[src/sv/pwg_pkg.sv]
// shared constants and types for the periodic waveform generator
`timescale 1ns / 1ps
package pwg_pkg;

  localparam int StepDepthDefault = 16;

  // configuration register indexes
  localparam logic [2:0] REG_WAVE_MODE    = 3'd0;
  localparam logic [2:0] REG_PERIOD_TICKS = 3'd1;
  localparam logic [2:0] REG_AMPLITUDE    = 3'd2;
  localparam logic [2:0] REG_LEVEL_SHIFT  = 3'd3;
  localparam logic [2:0] REG_STEP_COUNT   = 3'd4;

  // wave modes
  localparam logic [2:0] MODE_NONE     = 3'd0;
  localparam logic [2:0] MODE_SINE     = 3'd1;
  localparam logic [2:0] MODE_SQUARE   = 3'd2;
  localparam logic [2:0] MODE_TRIANGLE = 3'd3;
  localparam logic [2:0] MODE_SAWTOOTH = 3'd4;
  localparam logic [2:0] MODE_STEP     = 3'd5;
  localparam logic [2:0] MODE_CONST    = 3'd6;

  // q1.15 unit and sine polynomial coefficients
  localparam int UnitOne = 32768;
  localparam int SinA    = 51472;
  localparam int SinB    = 21024;
  localparam int SinC    = 2320;

  // divider geometry
  localparam int DivNumW  = 34;
  localparam int DivQuotW = 18;
  localparam int DivDenW  = 16;

  typedef struct packed {
    logic                done;
    logic [DivQuotW-1:0] quot;
    logic [DivDenW-1:0]  rem;
  } pwg_div_res_t;

endpackage

[src/sv/pwg_ram.sv]
// generic single-port-write ram with registered read
`timescale 1ns / 1ps
module pwg_ram #(
  parameter int WIDTH = 16,
  parameter int DEPTH = 16,
  localparam int AW = (DEPTH > 1) ? $clog2(DEPTH) : 1
) (
  input  logic             clk_i,
  input  logic             we_i,
  input  logic [AW-1:0]    waddr_i,
  input  logic [WIDTH-1:0] wdata_i,
  input  logic [AW-1:0]    raddr_i,
  output logic [WIDTH-1:0] rdata_o
);

  logic [WIDTH-1:0] mem_q [DEPTH];
  logic [WIDTH-1:0] rdata_q;

  always_ff @(posedge clk_i) begin
    if (we_i) begin
      mem_q[waddr_i] <= wdata_i;
    end
    rdata_q <= mem_q[raddr_i];
  end

  assign rdata_o = rdata_q;

endmodule

[src/sv/pwg_div.sv]
// bit-serial restoring divider, one dividend bit per cycle
`timescale 1ns / 1ps
module pwg_div (
  input  logic                          clk_i,
  input  logic                          rst_ni,
  input  logic                          start_i,
  input  logic [pwg_pkg::DivNumW-1:0]   dividend_i,
  input  logic [pwg_pkg::DivDenW-1:0]   divisor_i,
  output pwg_pkg::pwg_div_res_t         res_o
);

  localparam int NW = pwg_pkg::DivNumW;
  localparam int DW = pwg_pkg::DivDenW;
  localparam int QW = pwg_pkg::DivQuotW;
  localparam int CW = $clog2(NW);

  logic          active_q, active_d;
  logic          done_q, done_d;
  logic [CW-1:0] cnt_q, cnt_d;
  logic [NW-1:0] num_q, num_d;
  logic [DW-1:0] den_q, den_d;
  logic [DW-1:0] rem_q, rem_d;
  logic [QW-1:0] quot_q, quot_d;
  logic [DW:0]   rem_sh;
  logic [DW:0]   diff;
  logic          ge;

  assign rem_sh = {rem_q, num_q[NW-1]};
  assign diff   = rem_sh - {1'b0, den_q};
  assign ge     = (rem_sh >= {1'b0, den_q});

  always_comb begin
    active_d = active_q;
    done_d   = 1'b0;
    cnt_d    = cnt_q;
    num_d    = num_q;
    den_d    = den_q;
    rem_d    = rem_q;
    quot_d   = quot_q;
    if (start_i) begin
      active_d = 1'b1;
      cnt_d    = '0;
      num_d    = dividend_i;
      den_d    = divisor_i;
      rem_d    = '0;
      quot_d   = '0;
    end else if (active_q) begin
      rem_d  = ge ? diff[DW-1:0] : rem_sh[DW-1:0];
      quot_d = {quot_q[QW-2:0], ge};
      num_d  = {num_q[NW-2:0], 1'b0};
      cnt_d  = cnt_q + 1'b1;
      if (cnt_q == CW'(NW - 1)) begin
        active_d = 1'b0;
        done_d   = 1'b1;
      end
    end
  end

  always_ff @(posedge clk_i or negedge rst_ni) begin
    if (!rst_ni) begin
      active_q <= 1'b0;
      done_q   <= 1'b0;
      cnt_q    <= '0;
    end else begin
      active_q <= active_d;
      done_q   <= done_d;
      cnt_q    <= cnt_d;
    end
  end

  always_ff @(posedge clk_i) begin
    num_q  <= num_d;
    den_q  <= den_d;
    rem_q  <= rem_d;
    quot_q <= quot_d;
  end

  assign res_o.done = done_q;
  assign res_o.quot = quot_q;
  assign res_o.rem  = rem_q;

endmodule

[src/sv/periodic_waveform_generator.sv]
// top level of the periodic waveform generator
`timescale 1ns / 1ps
// A tick item (req_type 0) advances the phase counter by delta_ticks modulo the
// active period and returns one sample; a table-write item (req_type 1) stores
// one step level and returns nothing, without leaving idle. Mode, period,
// gain and offset are taken from the registers only at a tick that finds the
// phase at 0. Work is one item at a time: a tick runs the phase modulo on a
// bit-serial divider at one bit per cycle over a 34-bit dividend, plus for
// triangle and sawtooth a second pass through the same divider, for sine
// that pass plus four polynomial steps and for step mode two passes plus a
// table read. Square, const and disabled ticks need no divider pass beyond
// the phase modulo. A finished sample waits in the output register while
// the next item is taken in.
module periodic_waveform_generator #(
  parameter int STEP_DEPTH = pwg_pkg::StepDepthDefault,
  localparam int AW = (STEP_DEPTH > 1) ? $clog2(STEP_DEPTH) : 1
) (
  input  logic        clk_i,
  input  logic        rst_ni,
  // configuration writes
  input  logic        cfg_valid_i,
  output logic        cfg_ready_o,
  input  logic [2:0]  cfg_index_i,
  input  logic [15:0] cfg_data_i,
  // input items
  input  logic        in_valid_i,
  output logic        in_ready_o,
  input  logic        req_type_i,
  input  logic [15:0] delta_ticks_i,
  input  logic [3:0]  entry_index_i,
  input  logic signed [15:0] entry_value_i,
  // result items
  output logic        out_valid_o,
  input  logic        out_ready_i,
  output logic signed [15:0] sample_o
);

  // sequencer codes
  localparam logic [3:0] S_IDLE  = 4'd0;
  localparam logic [3:0] S_LOAD  = 4'd1;
  localparam logic [3:0] S_PHASE = 4'd2;
  localparam logic [3:0] S_MOD   = 4'd3;
  localparam logic [3:0] S_WAVE  = 4'd4;
  localparam logic [3:0] S_WDIV  = 4'd5;
  localparam logic [3:0] S_SWID  = 4'd6;
  localparam logic [3:0] S_SIDX  = 4'd7;
  localparam logic [3:0] S_RD    = 4'd8;
  localparam logic [3:0] S_RDW   = 4'd9;
  localparam logic [3:0] S_SIN0  = 4'd10;
  localparam logic [3:0] S_SIN1  = 4'd11;
  localparam logic [3:0] S_SIN2  = 4'd12;
  localparam logic [3:0] S_SIN3  = 4'd13;
  localparam logic [3:0] S_SCALE = 4'd14;
  localparam logic [3:0] S_OUT   = 4'd15;

  localparam logic [15:0] DEPTH16 = 16'(STEP_DEPTH);

  // pending registers
  logic [2:0]  wave_mode_q;
  logic [15:0] period_ticks_q;
  logic [15:0] amplitude_q;
  logic [15:0] level_shift_q;
  logic [4:0]  step_count_q;

  // active copies and phase
  logic [3:0]  state_q, state_d;
  logic [15:0] phase_q, phase_d;
  logic [2:0]  mode_q, mode_d;
  logic [15:0] period_q, period_d;
  logic [15:0] gain_q, gain_d;
  logic [15:0] offset_q, offset_d;

  // working registers
  logic [15:0] delta_q, delta_d;
  logic [15:0] width_q, width_d;
  logic [AW-1:0] idx_q, idx_d;
  logic [1:0]  quad_q, quad_d;
  logic [14:0] t_q, t_d;
  logic [14:0] z_q, z_d;
  logic [15:0] w_q, w_d;
  logic [16:0] v_q, v_d;
  logic signed [17:0] u_q, u_d;
  logic [15:0] result_q, result_d;
  logic        out_valid_q, out_valid_d;
  logic [15:0] sample_q, sample_d;

  // divider hookup
  logic        div_start;
  logic [pwg_pkg::DivNumW-1:0] div_num;
  logic [15:0] div_den;
  pwg_pkg::pwg_div_res_t div_res;

  // shared multiplier
  logic signed [17:0] mul_a, mul_b;
  logic signed [35:0] prod;

  // ram
  logic        ram_we;
  logic [15:0] ram_rdata;

  // derived values
  logic [15:0] half;
  logic [15:0] n16, nm1;
  logic [16:0] sum;
  logic [15:0] tri_x;
  logic [13:0] ang_r;
  logic [11:0] sin_inner;
  logic [14:0] sin_w2;
  logic [17:0] sin_s;
  logic signed [20:0] scaled;
  logic signed [21:0] acc;
  logic signed [18:0] quot_u;

  assign cfg_ready_o = 1'b1;
  assign in_ready_o  = (state_q == S_IDLE);
  assign out_valid_o = out_valid_q;
  assign sample_o    = sample_q;

  assign half  = period_q >> 1;
  assign n16   = ({11'b0, step_count_q} > DEPTH16) ? DEPTH16 : {11'b0, step_count_q};
  assign nm1   = n16 - 16'd1;
  assign sum   = {1'b0, phase_q} + {1'b0, delta_q};
  assign tri_x = (phase_q < half) ? phase_q : (period_q - phase_q);
  assign ang_r = div_res.quot[13:0];
  // unit wave from a scaled quotient, minus one unit
  assign quot_u = signed'({1'b0, div_res.quot}) - 19'sd32768;

  assign prod      = mul_a * mul_b;
  assign sin_inner = prod[25:14];
  assign sin_w2    = prod[28:14];
  assign sin_s     = {1'b0, prod[30:14]};
  // floor toward minus infinity is the arithmetic shift
  assign scaled    = prod[35:15];
  assign acc       = {scaled[20], scaled} + {{6{offset_q[15]}}, offset_q};

  // table writes beyond the depth are dropped
  assign ram_we = in_valid_i && in_ready_o && req_type_i &&
                  ({28'b0, entry_index_i} < 32'(STEP_DEPTH));

  pwg_ram #(
    .WIDTH (16),
    .DEPTH (STEP_DEPTH)
  ) u_ram (
    .clk_i   (clk_i),
    .we_i    (ram_we),
    .waddr_i (AW'(entry_index_i)),
    .wdata_i (entry_value_i),
    .raddr_i (idx_q),
    .rdata_o (ram_rdata)
  );

  pwg_div u_div (
    .clk_i      (clk_i),
    .rst_ni     (rst_ni),
    .start_i    (div_start),
    .dividend_i (div_num),
    .divisor_i  (div_den),
    .res_o      (div_res)
  );

  // multiplier operand select
  always_comb begin
    mul_a = '0;
    mul_b = '0;
    case (state_q)
      S_SIN0: begin
        mul_a = {3'b0, t_q};
        mul_b = {3'b0, t_q};
      end
      S_SIN1: begin
        mul_a = 18'(pwg_pkg::SinC);
        mul_b = {3'b0, z_q};
      end
      S_SIN2: begin
        mul_a = {2'b0, w_q};
        mul_b = {3'b0, z_q};
      end
      S_SIN3: begin
        mul_a = {1'b0, v_q};
        mul_b = {3'b0, t_q};
      end
      S_SCALE: begin
        mul_a = {{2{gain_q[15]}}, gain_q};
        mul_b = u_q;
      end
      default: begin
        mul_a = '0;
        mul_b = '0;
      end
    endcase
  end

  // sequencer
  always_comb begin
    state_d     = state_q;
    phase_d     = phase_q;
    mode_d      = mode_q;
    period_d    = period_q;
    gain_d      = gain_q;
    offset_d    = offset_q;
    delta_d     = delta_q;
    width_d     = width_q;
    idx_d       = idx_q;
    quad_d      = quad_q;
    t_d         = t_q;
    z_d         = z_q;
    w_d         = w_q;
    v_d         = v_q;
    u_d         = u_q;
    result_d    = result_q;
    out_valid_d = out_valid_q;
    sample_d    = sample_q;
    div_start   = 1'b0;
    div_num     = '0;
    div_den     = period_q;

    if (out_valid_q && out_ready_i) begin
      out_valid_d = 1'b0;
    end

    case (state_q)
      S_IDLE: begin
        if (in_valid_i && !req_type_i) begin
          delta_d = delta_ticks_i;
          state_d = S_LOAD;
        end
      end
      S_LOAD: begin
        // new settings take effect only at the start of a period
        if (phase_q == 16'd0) begin
          mode_d   = wave_mode_q;
          period_d = period_ticks_q;
          gain_d   = amplitude_q;
          offset_d = level_shift_q;
        end
        state_d = S_PHASE;
      end
      S_PHASE: begin
        if (period_q == 16'd0 || phase_q >= period_q) begin
          phase_d = '0;
          state_d = S_WAVE;
        end else begin
          div_start = 1'b1;
          div_num   = {17'b0, sum};
          state_d   = S_MOD;
        end
      end
      S_MOD: begin
        if (div_res.done) begin
          phase_d = div_res.rem;
          state_d = S_WAVE;
        end
      end
      S_WAVE: begin
        result_d = '0;
        state_d  = S_OUT;
        if (period_q != 16'd0) begin
          case (mode_q)
            pwg_pkg::MODE_SINE,
            pwg_pkg::MODE_SAWTOOTH: begin
              div_start = 1'b1;
              div_num   = {2'b0, phase_q, 16'b0};
              state_d   = S_WDIV;
            end
            pwg_pkg::MODE_TRIANGLE: begin
              div_start = 1'b1;
              div_num   = {1'b0, tri_x, 17'b0};
              state_d   = S_WDIV;
            end
            pwg_pkg::MODE_SQUARE: begin
              u_d     = (phase_q < half) ? -18'sd32768 : 18'sd32768;
              state_d = S_SCALE;
            end
            pwg_pkg::MODE_STEP: begin
              // empty table gives zero
              if (n16 != 16'd0) begin
                div_start = 1'b1;
                div_num   = {18'b0, period_q};
                div_den   = n16;
                state_d   = S_SWID;
              end
            end
            pwg_pkg::MODE_CONST: begin
              result_d = gain_q;
            end
            default: begin
              result_d = '0;
            end
          endcase
        end
      end
      S_WDIV: begin
        if (div_res.done) begin
          if (mode_q == pwg_pkg::MODE_SINE) begin
            quad_d  = div_res.quot[15:14];
            t_d     = div_res.quot[14] ? (15'd16384 - {1'b0, ang_r}) : {1'b0, ang_r};
            state_d = S_SIN0;
          end else begin
            u_d     = quot_u[17:0];
            state_d = S_SCALE;
          end
        end
      end
      S_SWID: begin
        if (div_res.done) begin
          width_d = div_res.quot[15:0];
          if (div_res.quot[15:0] == 16'd0) begin
            idx_d   = AW'(nm1);
            state_d = S_RD;
          end else begin
            div_start = 1'b1;
            div_num   = {18'b0, phase_q};
            div_den   = div_res.quot[15:0];
            state_d   = S_SIDX;
          end
        end
      end
      S_SIDX: begin
        if (div_res.done) begin
          // past the last step holds the last level
          if (div_res.quot > {2'b0, nm1}) begin
            idx_d = AW'(nm1);
          end else begin
            idx_d = AW'(div_res.quot);
          end
          state_d = S_RD;
        end
        div_den = width_q;
      end
      S_RD: begin
        state_d = S_RDW;
      end
      S_RDW: begin
        u_d     = {{2{ram_rdata[15]}}, ram_rdata};
        state_d = S_SCALE;
      end
      S_SIN0: begin
        z_d     = prod[28:14];
        state_d = S_SIN1;
      end
      S_SIN1: begin
        w_d     = 16'(pwg_pkg::SinB) - {4'b0, sin_inner};
        state_d = S_SIN2;
      end
      S_SIN2: begin
        v_d     = 17'(pwg_pkg::SinA) - {2'b0, sin_w2};
        state_d = S_SIN3;
      end
      S_SIN3: begin
        u_d     = quad_q[1] ? (18'sd0 - signed'(sin_s)) : signed'(sin_s);
        state_d = S_SCALE;
      end
      S_SCALE: begin
        if (acc > 22'sd32767) begin
          result_d = 16'h7fff;
        end else if (acc < -22'sd32768) begin
          result_d = 16'h8000;
        end else begin
          result_d = acc[15:0];
        end
        state_d = S_OUT;
      end
      S_OUT: begin
        // hold until the output register is free
        if (!out_valid_q || out_ready_i) begin
          out_valid_d = 1'b1;
          sample_d    = result_q;
          state_d     = S_IDLE;
        end
      end
      default: begin
        state_d = S_IDLE;
      end
    endcase
  end

  always_ff @(posedge clk_i or negedge rst_ni) begin
    if (!rst_ni) begin
      wave_mode_q    <= '0;
      period_ticks_q <= '0;
      amplitude_q    <= '0;
      level_shift_q  <= '0;
      step_count_q   <= '0;
      state_q        <= S_IDLE;
      phase_q        <= '0;
      mode_q         <= '0;
      period_q       <= '0;
      gain_q         <= '0;
      offset_q       <= '0;
      out_valid_q    <= 1'b0;
    end else begin
      if (cfg_valid_i) begin
        case (cfg_index_i)
          pwg_pkg::REG_WAVE_MODE:    wave_mode_q    <= cfg_data_i[2:0];
          pwg_pkg::REG_PERIOD_TICKS: period_ticks_q <= cfg_data_i;
          pwg_pkg::REG_AMPLITUDE:    amplitude_q    <= cfg_data_i;
          pwg_pkg::REG_LEVEL_SHIFT:  level_shift_q  <= cfg_data_i;
          pwg_pkg::REG_STEP_COUNT:   step_count_q   <= cfg_data_i[4:0];
          default: begin
          end
        endcase
      end
      state_q     <= state_d;
      phase_q     <= phase_d;
      mode_q      <= mode_d;
      period_q    <= period_d;
      gain_q      <= gain_d;
      offset_q    <= offset_d;
      out_valid_q <= out_valid_d;
    end
  end

  always_ff @(posedge clk_i) begin
    delta_q  <= delta_d;
    width_q  <= width_d;
    idx_q    <= idx_d;
    quad_q   <= quad_d;
    t_q      <= t_d;
    z_q      <= z_d;
    w_q      <= w_d;
    v_q      <= v_d;
    u_q      <= u_d;
    result_q <= result_d;
    sample_q <= sample_d;
  end

endmodule

[config.mk]
export PLATFORM = sky130hd
export DESIGN_NAME = periodic_waveform_generator
export DESIGN_NICKNAME = d
export VERILOG_FILES = /design/src/sv/pwg_pkg.sv /design/src/sv/pwg_ram.sv /design/src/sv/pwg_div.sv /design/src/sv/periodic_waveform_generator.sv
export SDC_FILE = /design/constraint.sdc
export NUM_CORES = 2
export LEC_CHECK = 0
export BUFFER_PORTS_ARGS = -buffer_cell sky130_fd_sc_hd__buf_2
export CAP_MARGIN = 5
export CORE_ASPECT_RATIO = 0.8
export CORE_MARGIN = 1
export CORE_UTILIZATION = 25
export CTS_BUF_LIST = sky130_fd_sc_hd__clkbuf_16
export CTS_CLUSTER_DIAMETER = 200
export DETAILED_ROUTE_END_ITERATION = 6
export HOLD_SLACK_MARGIN = 0.08
export SYNTH_ARGS = -nofsm -noshare
export SYNTH_HDL_FRONTEND = slang
export SYNTH_SLANG_ARGS = --single-unit
[constraint.sdc]
create_clock -name clk_i -period 9.6 [get_ports clk_i]
set_clock_uncertainty 0.2 [all_clocks]
set_input_delay 0.48 -clock clk_i [delete_from_list [all_inputs] [get_ports clk_i]]
set_output_delay 0.48 -clock clk_i [all_outputs]
set_load 0.05 [all_outputs]
## Word-level counts from Yosys, hierarchy flattened

Memories as Yosys holds them, arrays and structs flattened. A register that Yosys moved wholly into a read port is not among the register bits.
Cells that the tools add are included.

| word-level totals | value |
|---|---|
| memories kept | 1 |
| output and inout port bits | 19 |
| register bits after elaboration | 371 |
| word-level logic and storage cells | 201 |
| RAM bits | 256 |
| bits in read-only memories | 0 |
| bits in latches | 0 |

| operators by class | value |
|---|---|
| add/subtract/negate cells | 11 |
| equality and inequality tests | 37 |
| muxes and demuxes | 74 |
| $lt $le $gt $ge | 7 |
| shift operators | 0 |
| divide/modulo/power cells | 0 |
| bitwise logic cells | 0 |
| $mul | 1 |
| reduce and logical (&&, ||, !) cells | 39 |

Memories:

| name | depth | bits a word | read ports | clocked after Yosys merged registers in | write ports | line | source |
|---|---|---|---|---|---|---|---|
| u_ram.mem_q | 16 | 16 | 1 | 1 | 1 | pwg_ram.sv:16 | `logic [WIDTH-1:0] mem_q [DEPTH];` |

Operators by type and width:

| cell | number |
|---|---|
| $mux W16 | 16 |
| $pmux W33 S3 | 2 |
| $mux W18 | 6 |
| $pmux W18 S5 | 1 |
| $pmux W18 S4 | 1 |
| $mux W34 | 2 |
| $pmux W16 S2 | 2 |
| $pmux W4 S15 | 1 |
| $pmux W18 S3 | 1 |
| $mux W4 | 13 |
| $logic_not A16 Y1 | 3 |
| $pmux W16 S3 | 1 |
| $mul A18 B18 Y36 | 1 |
| $mux W33 | 1 |
| $eq A4 B4 Y1 const B | 8 |
| $reduce_bool A16 Y1 | 2 |
| $sub A16 B16 Y16 | 2 |
| $add A21 B16 Y22 | 1 |
| $gt A22 B16 Y1 const B | 1 |
| $lt A22 B16 Y1 const B | 1 |
| $gt A18 B16 Y1 | 1 |
| $reduce_and A2 Y1 | 9 |
| $sub A1 B17 Y18 const A | 1 |
| $sub A18 B16 Y18 const B | 1 |
| other kinds (42) | 91 |

## Depth between registers and ports, before layout

| depth | value |
|---|---|
| depth after elaboration | 9 |
| mapped depth | 49 |
| depth with buffers taken out | 41 |

## Modules after synthesis

A second synthesis with hierarchy kept.

| second synthesis, totals | value |
|---|---|
| cell total of the unflattened synthesis | 3759 |
| area, all modules | 42470.7 um^2 |

Modules (own cells, without submodules):

| module | area each (um^2) | cells each | instances |
|---|---|---|---|
| periodic_waveform_generator | 27966.8 | 2941 | 1 |
| pwg_ram | 10042.1 | 432 | 1 |
| pwg_div | 4461.8 | 386 | 1 |

## Worst setup path after synthesis

No wires, ideal clock.

| timing | value |
|---|---|
| kind | register -> register |
| start | register state_q[2] |
| end | register result_q[10], data pin |
| setup slack | -1082 ps |
| data required time | 9139 ps |
| clock period less this slack | 10682 ps |
| cell stages (with the launch flop) | 41 |
| setup time | 261 ps |
| data arrival time | 10221 ps |
| path through | dfrtp_1 -> buf_2 -> nor2b_1 -> clkbuf_1 -> and2_1 -> clkbuf_1 -> clkbuf_1 -> a22oi_1 -> and2_1 -> clkbuf_1 -> nor2_1 -> fa_1 -> inv_1 -> fa_1 -> fa_1 -> inv_1 -> fa_1 -> fa_1 -> [... 5 more ...] -> a31oi_1 -> a211oi_1 -> nor2_1 -> o21ai_1 -> a2111oi_0 -> nor3_1 -> a2111oi_0 -> o21bai_1 -> a21oi_1 -> xnor2_1 -> ha_1 -> nor3b_1 -> nand2_1 -> o21ai_0 -> nor2_1 -> a31o_2 -> clkbuf_1 -> a221o_1 |

| between the ends | value |
|---|---|
| cells in the longest elaborated chain, start to end | 9 |
| elaborated cells between the ends (all ways) | 17 |
| those cells by class | add/sub (1); mul (1); order compare (2); eq/ne (6); mux (5); reduce/logical (2) |

Ends and longest elaborated chain:

| element | line | source |
|---|---|---|
| start: declaration | periodic_waveform_generator.sv:66 | `logic [3:0] state_q, state_d;` |
| start signal: assignment | periodic_waveform_generator.sv:403 | `state_q <= state_d;` |
| $eq A4 B4 Y1 | periodic_waveform_generator.sv:165 | `case (state_q)` |
| $reduce_or A2 Y1 (no line) | - |  |
| $pmux W18 S3 | periodic_waveform_generator.sv:165 |  |
| $mul A18 B18 Y36 | periodic_waveform_generator.sv:128 | `assign prod = mul_a * mul_b;` |
| $add A21 B16 Y22 | periodic_waveform_generator.sv:134 | `assign acc = {scaled[20], scaled} + {{6{offset_q[15]}}, offset_q};` |
| $lt A22 B16 Y1 | periodic_waveform_generator.sv:356 | `end else if (acc < -22'sd32768) begin` |
| $mux W16 | periodic_waveform_generator.sv:356 |  |
| $mux W16 | periodic_waveform_generator.sv:354 | `if (acc > 22'sd32767) begin` |
| $pmux W16 S2 * | periodic_waveform_generator.sv:221 | `case (state_q)` |
| via result_d[10] | periodic_waveform_generator.sv:83 | `logic [15:0] result_q, result_d;` |
| end signal: assignment | periodic_waveform_generator.sv:423 | `result_q <= result_d;` |
| end: declaration | periodic_waveform_generator.sv:83 |  |

The timed path passes the listed nets; every way through them passes the cells marked *.
A chain may end at the register's enable or synchronous reset.

## Worst setup path after layout

| timing | value |
|---|---|
| start | register state_q[0] |
| end | register result_q[2], data pin |

| between the ends | value |
|---|---|
| cells in the longest elaborated chain, start to end | 9 |
| elaborated cells between the ends (all ways) | 17 |
| those cells by class | add/sub (1); mul (1); order compare (2); eq/ne (6); mux (5); reduce/logical (2) |

Ends and longest elaborated chain:

| element | line | source |
|---|---|---|
| $eq A4 B4 Y1 | periodic_waveform_generator.sv:165 |  |
| $reduce_or A2 Y1 (no line) | - |  |
| $pmux W18 S3 | periodic_waveform_generator.sv:165 |  |
| $mul A18 B18 Y36 * | periodic_waveform_generator.sv:128 |  |
| via prod[18] | periodic_waveform_generator.sv:95 | `logic signed [35:0] prod;` |
| $add A21 B16 Y22 * | periodic_waveform_generator.sv:134 |  |
| $lt A22 B16 Y1 | periodic_waveform_generator.sv:356 |  |
| $mux W16 | periodic_waveform_generator.sv:356 |  |
| $mux W16 * | periodic_waveform_generator.sv:354 |  |
| $pmux W16 S2 * | periodic_waveform_generator.sv:221 |  |
| via result_d[2] | periodic_waveform_generator.sv:83 |  |

Marks and branches as above.

==> run_results.csv <==
group,metric,value,unit
timing,fmax,0.1030,GHz
grt,grt_pass1_wl,194.7,mm
clocking,htreeDepth,2,
routing,firstDrtPassIters,7,
routing,drc_errors,2,
logic_synthesis,yosysWarnings,0,
floorplanning,core,167200,um^2
logic_synthesis,syn_inst,3758,
logic_synthesis,synthFlopType,"edfxtp_1",
critical_path,endpoint_kind,"flop",
logic_synthesis,synth_top_family_by_area,"adder cells",
logic_synthesis,ys_ff_latch,638,
timing,finalHoldViolCount,0,
logic_synthesis,avgSynthCellArea,11.22,um^2
routing,finalWirelength,128.3,mm
timing,setup_viol,14,
logic_synthesis,ys_types,91,
logic_synthesis,synth_compound_area_frac,0.09458,
floorplanning,start_util,0.2522,
logic_synthesis,synth_mux_area_frac,0.07532,
floorplanning,ios,80,
layout,fillerInstances,16875,
floorplanning,die_w,461.1,um
placement,gp_congestion,0.9599,
grt,grt-ovfl-total,0,
grt,track_usage,0.1494,
placement,place_area,48510,um^2
job,max-cap-violations,0,
routing,postRouteAntennaNets,0,
min_path,hold_depth,3,
run_status,status,"finished with violations",
layout,fin_nets,4830,
logic_synthesis,synthSimpleGateAreaFrac,0.1089,
critical_path,cp-endpoint,"result_q[2]",
timing,tns,-1277,ps
critical_path,critPathLaunchType,"flop",
placement,hpwl,97.79,mm
logic_synthesis,syn_nets,4335,
timing,layout_min_cycle_time,9709,ps
layout,layout-area-overhead-vs-synth,23.94,%
clocking,clockRootBuffer,"clkbuf_16",
power,p_per_area,103.9,nW/um^2
clocking,clock_latency,660,ps
routing,avgRoutedWirePerCell,19.60,um
timing,fin_crit_sh,1.011,
logic_synthesis,synthXorXnorAreaFrac,0.02620,
grt,antenna_found_initial,6,
critical_path,crit_path_max_fanout,6,
logic_synthesis,yosys.area_share.adder,0.2103,
critical_path,cp.required,9800,ps
power,leakage,21.15,nW
logic_synthesis,synth_edf_count,452,
routing,drt-vias-per-instance,4.728,
logic_synthesis,synth-seq-area-share,0.4264,
critical_path,cp_slowest_cell,"fa_1",
timing,maxSlewViolCount,0,
clocking,cts_buffers,56,
clocking,cts.sinks,638,
critical_path,cp-startpoint,"state_q[0]",
logic_synthesis,synthArstFlopShare,0.2132,
placement,place_inst,6325,
logic_synthesis,syn-cell-area,42160,um^2
layout,drive_gt1_frac,0.2507,
clocking,clock_path_buffers,3,
timing,rsz0062_at_grt,"true",
critical_path,criticalPathCategory,"reg -> reg",
grt,grt_max_degree,83,
run_status,violations,"DRC, setup timing",
critical_path,ff2ff_path_depth,40,
min_path,hp-class,"in -> reg",
timing,tightest_slew,1182,ps
timing,relSlewSlack,0.2110,
layout,post_layout_nonfiller_instances,6546,
layout,final_area,52260,um^2
grt,grt_pass1_vias,31176,
critical_path,arrival,9910,ps
timing,fin_ws,-109.1,ps
routing,drt-initial-drc-count,3020,
clocking,tritoncts,"built",
floorplanning,die_area,170300,um^2
clocking,path_clk_slew,70,ps
critical_path,r2r-end,"result_q[2]",
floorplanning,chipHeight,369.3,um
placement,port_buffers,78,
floorplanning,row_count,134,
critical_path,r2r-start,"state_q[0]",
critical_path,r2r_slack,-110,ps
critical_path,slowest_delay,560,ps
routing,vias,30950,
power,max-vdd-ir-drop,0.0001332,V
critical_path,crit_top_cell,"fa_1",
cells by family after synthesis:
family	after synthesis
AND/OR/NAND/NOR	1024
buffers and inverters	648
flip-flops	638
AO/OA/AOI/OAI	602
adder cells (fa/ha/maj)	516
multiplexers	205
XOR/XNOR	124
other	1
flip-flops by register name, summed over array words and instances (netlist names), 18 cells and up:
register,flops
u_ram.mem_q,256
u_div.num_q,34
u_div.quot_q,18
u_q,18
worst min path at each step:
stage                         from             end  slack [ps]
floorplan                   rst_ni  amplitude_q[0]         -20
global placement       result_q[1]     sample_o[1]         200
detailed placement     result_q[0]     sample_o[0]         210
finish              cfg_index_i[1]  wave_mode_q[1]         160
global route        cfg_index_i[0]  wave_mode_q[0]         160
CTS                 cfg_index_i[0]  wave_mode_q[1]         110
timing repair:
item / 4_1_cts / 5_1_grt
endpoints found under the setup margin: 15 / 16
pin swaps: 92 / 90
buffers inserted: 45 / 16
cloned: 4 / 0
gates resized for setup: 147 / 109
hold buffers: 50 / 2
endpoints found under the hold margin: 410 / 3
through the flow:
stage	setup slack, ps	power (W)	utilization	hold WS, ps
final	-109.1	0.005428	0.3126	162.9
after global routing	-392.5	0.005597	0.3126	163.8
after CTS	-124.1	0.005483	0.3095	110.3
after detailed placement	-565.7	0.003230	0.2902	212.8
after global placement	-403.6	0.003221	0.2902	203.9
after floorplan	-284.1	0.003152	-	-15.59
critical path: cells and delay by family (launching register included):
kind            cells  cell delay [ps]
simple gates        8              690
flops               1              480
compound gates     12             3000
buf+inv            11             1380
xor+xnor            1              100
fa+ha+maj           8             3580
power by group:
group	internal, W	leakage (nW)	switching [W]
clock	0.00116	0.915	0.00108
sequential	0.00299	6.09	0.0000306
combinational	0.0000816	14.2	0.0000901
total	0.00423	21.2	0.00120
layer usage:
layer / vias up / wire, um / track usage
li1: 13980 / - / -
met1: 15643 / 61240 / 0.2309
met2: 1194 / 53040 / 0.2125
met3: 129 / 11930 / 0.03220
met4: 4 / 2078 / 0.02513
met5: - / 26 / 0
layout make-up:
type / count / area [um^2] / share of cell area
Tap cell: 2244 / 2808 / 0.05373
Clock buffer: 58 / 1451 / 0.02777
Inverter: 481 / 1808 / 0.03460
Clock inverter: 47 / 319.1 / 0.006106
Timing Repair Buffer: 602 / 4936 / 0.09446
Sequential cell: 638 / 17980 / 0.3441
Multi-Input combinational cell: 2474 / 22950 / 0.4391
Antenna cell: 2 / 5.005 / 0.00009577
cells in the final DEF (no fill, tap or decap), types with 77 or more instances in the layout:
cell type and instances:
a21oi_1 129, buf_2 77, buf_4 417, dfrtp_1 132
edfxtp_1 452, fa_1 297, ha_1 176, inv_1 465
mux2_2 98, mux4_2 80, nand2_1 345, nor2_1 321
o21ai_0 123, xnor2_1 87
cells in the mapped netlist (9+ instances only):
cell	number	share of area
inv_1	478	0.043
edfxtp_1	452	0.32
nand2_1	361	0.032
nor2_1	355	0.032
fa_1	321	0.15
ha_1	195	0.058
a21oi_1	153	0.018
clkbuf_1	146	0.013
o21ai_0	137	0.016
dfrtp_1	136	0.081
mux2_2	98	0.026
xnor2_1	90	0.019
mux4_2	80	0.043
a22oi_1	50	0.0089
dfxtp_1	50	0.024
a21o_1	46	0.0082
nand3_1	45	0.0053
nor3_1	42	0.0050
xor2_1	33	0.0069
and2_1	32	0.0047
nand2b_1	31	0.0046
nor2b_1	28	0.0042
mux2i_1	27	0.0064
a221o_1	23	0.0055
o21a_1	23	0.0041
nand4_1	22	0.0033
and3_1	21	0.0031
nor4_1	21	0.0031
a222oi_1	19	0.0045
a211oi_1	18	0.0032
a31oi_1	15	0.0022
or3_1	15	0.0022
or2_2	14	0.0021
buf_1	13	0.0012
o211ai_1	12	0.0021
o22ai_1	10	0.0015
o31ai_1	10	0.0018
o41ai_1	10	0.0021
a21boi_0	9	0.0016
Power figures use the tool's default switching activity.
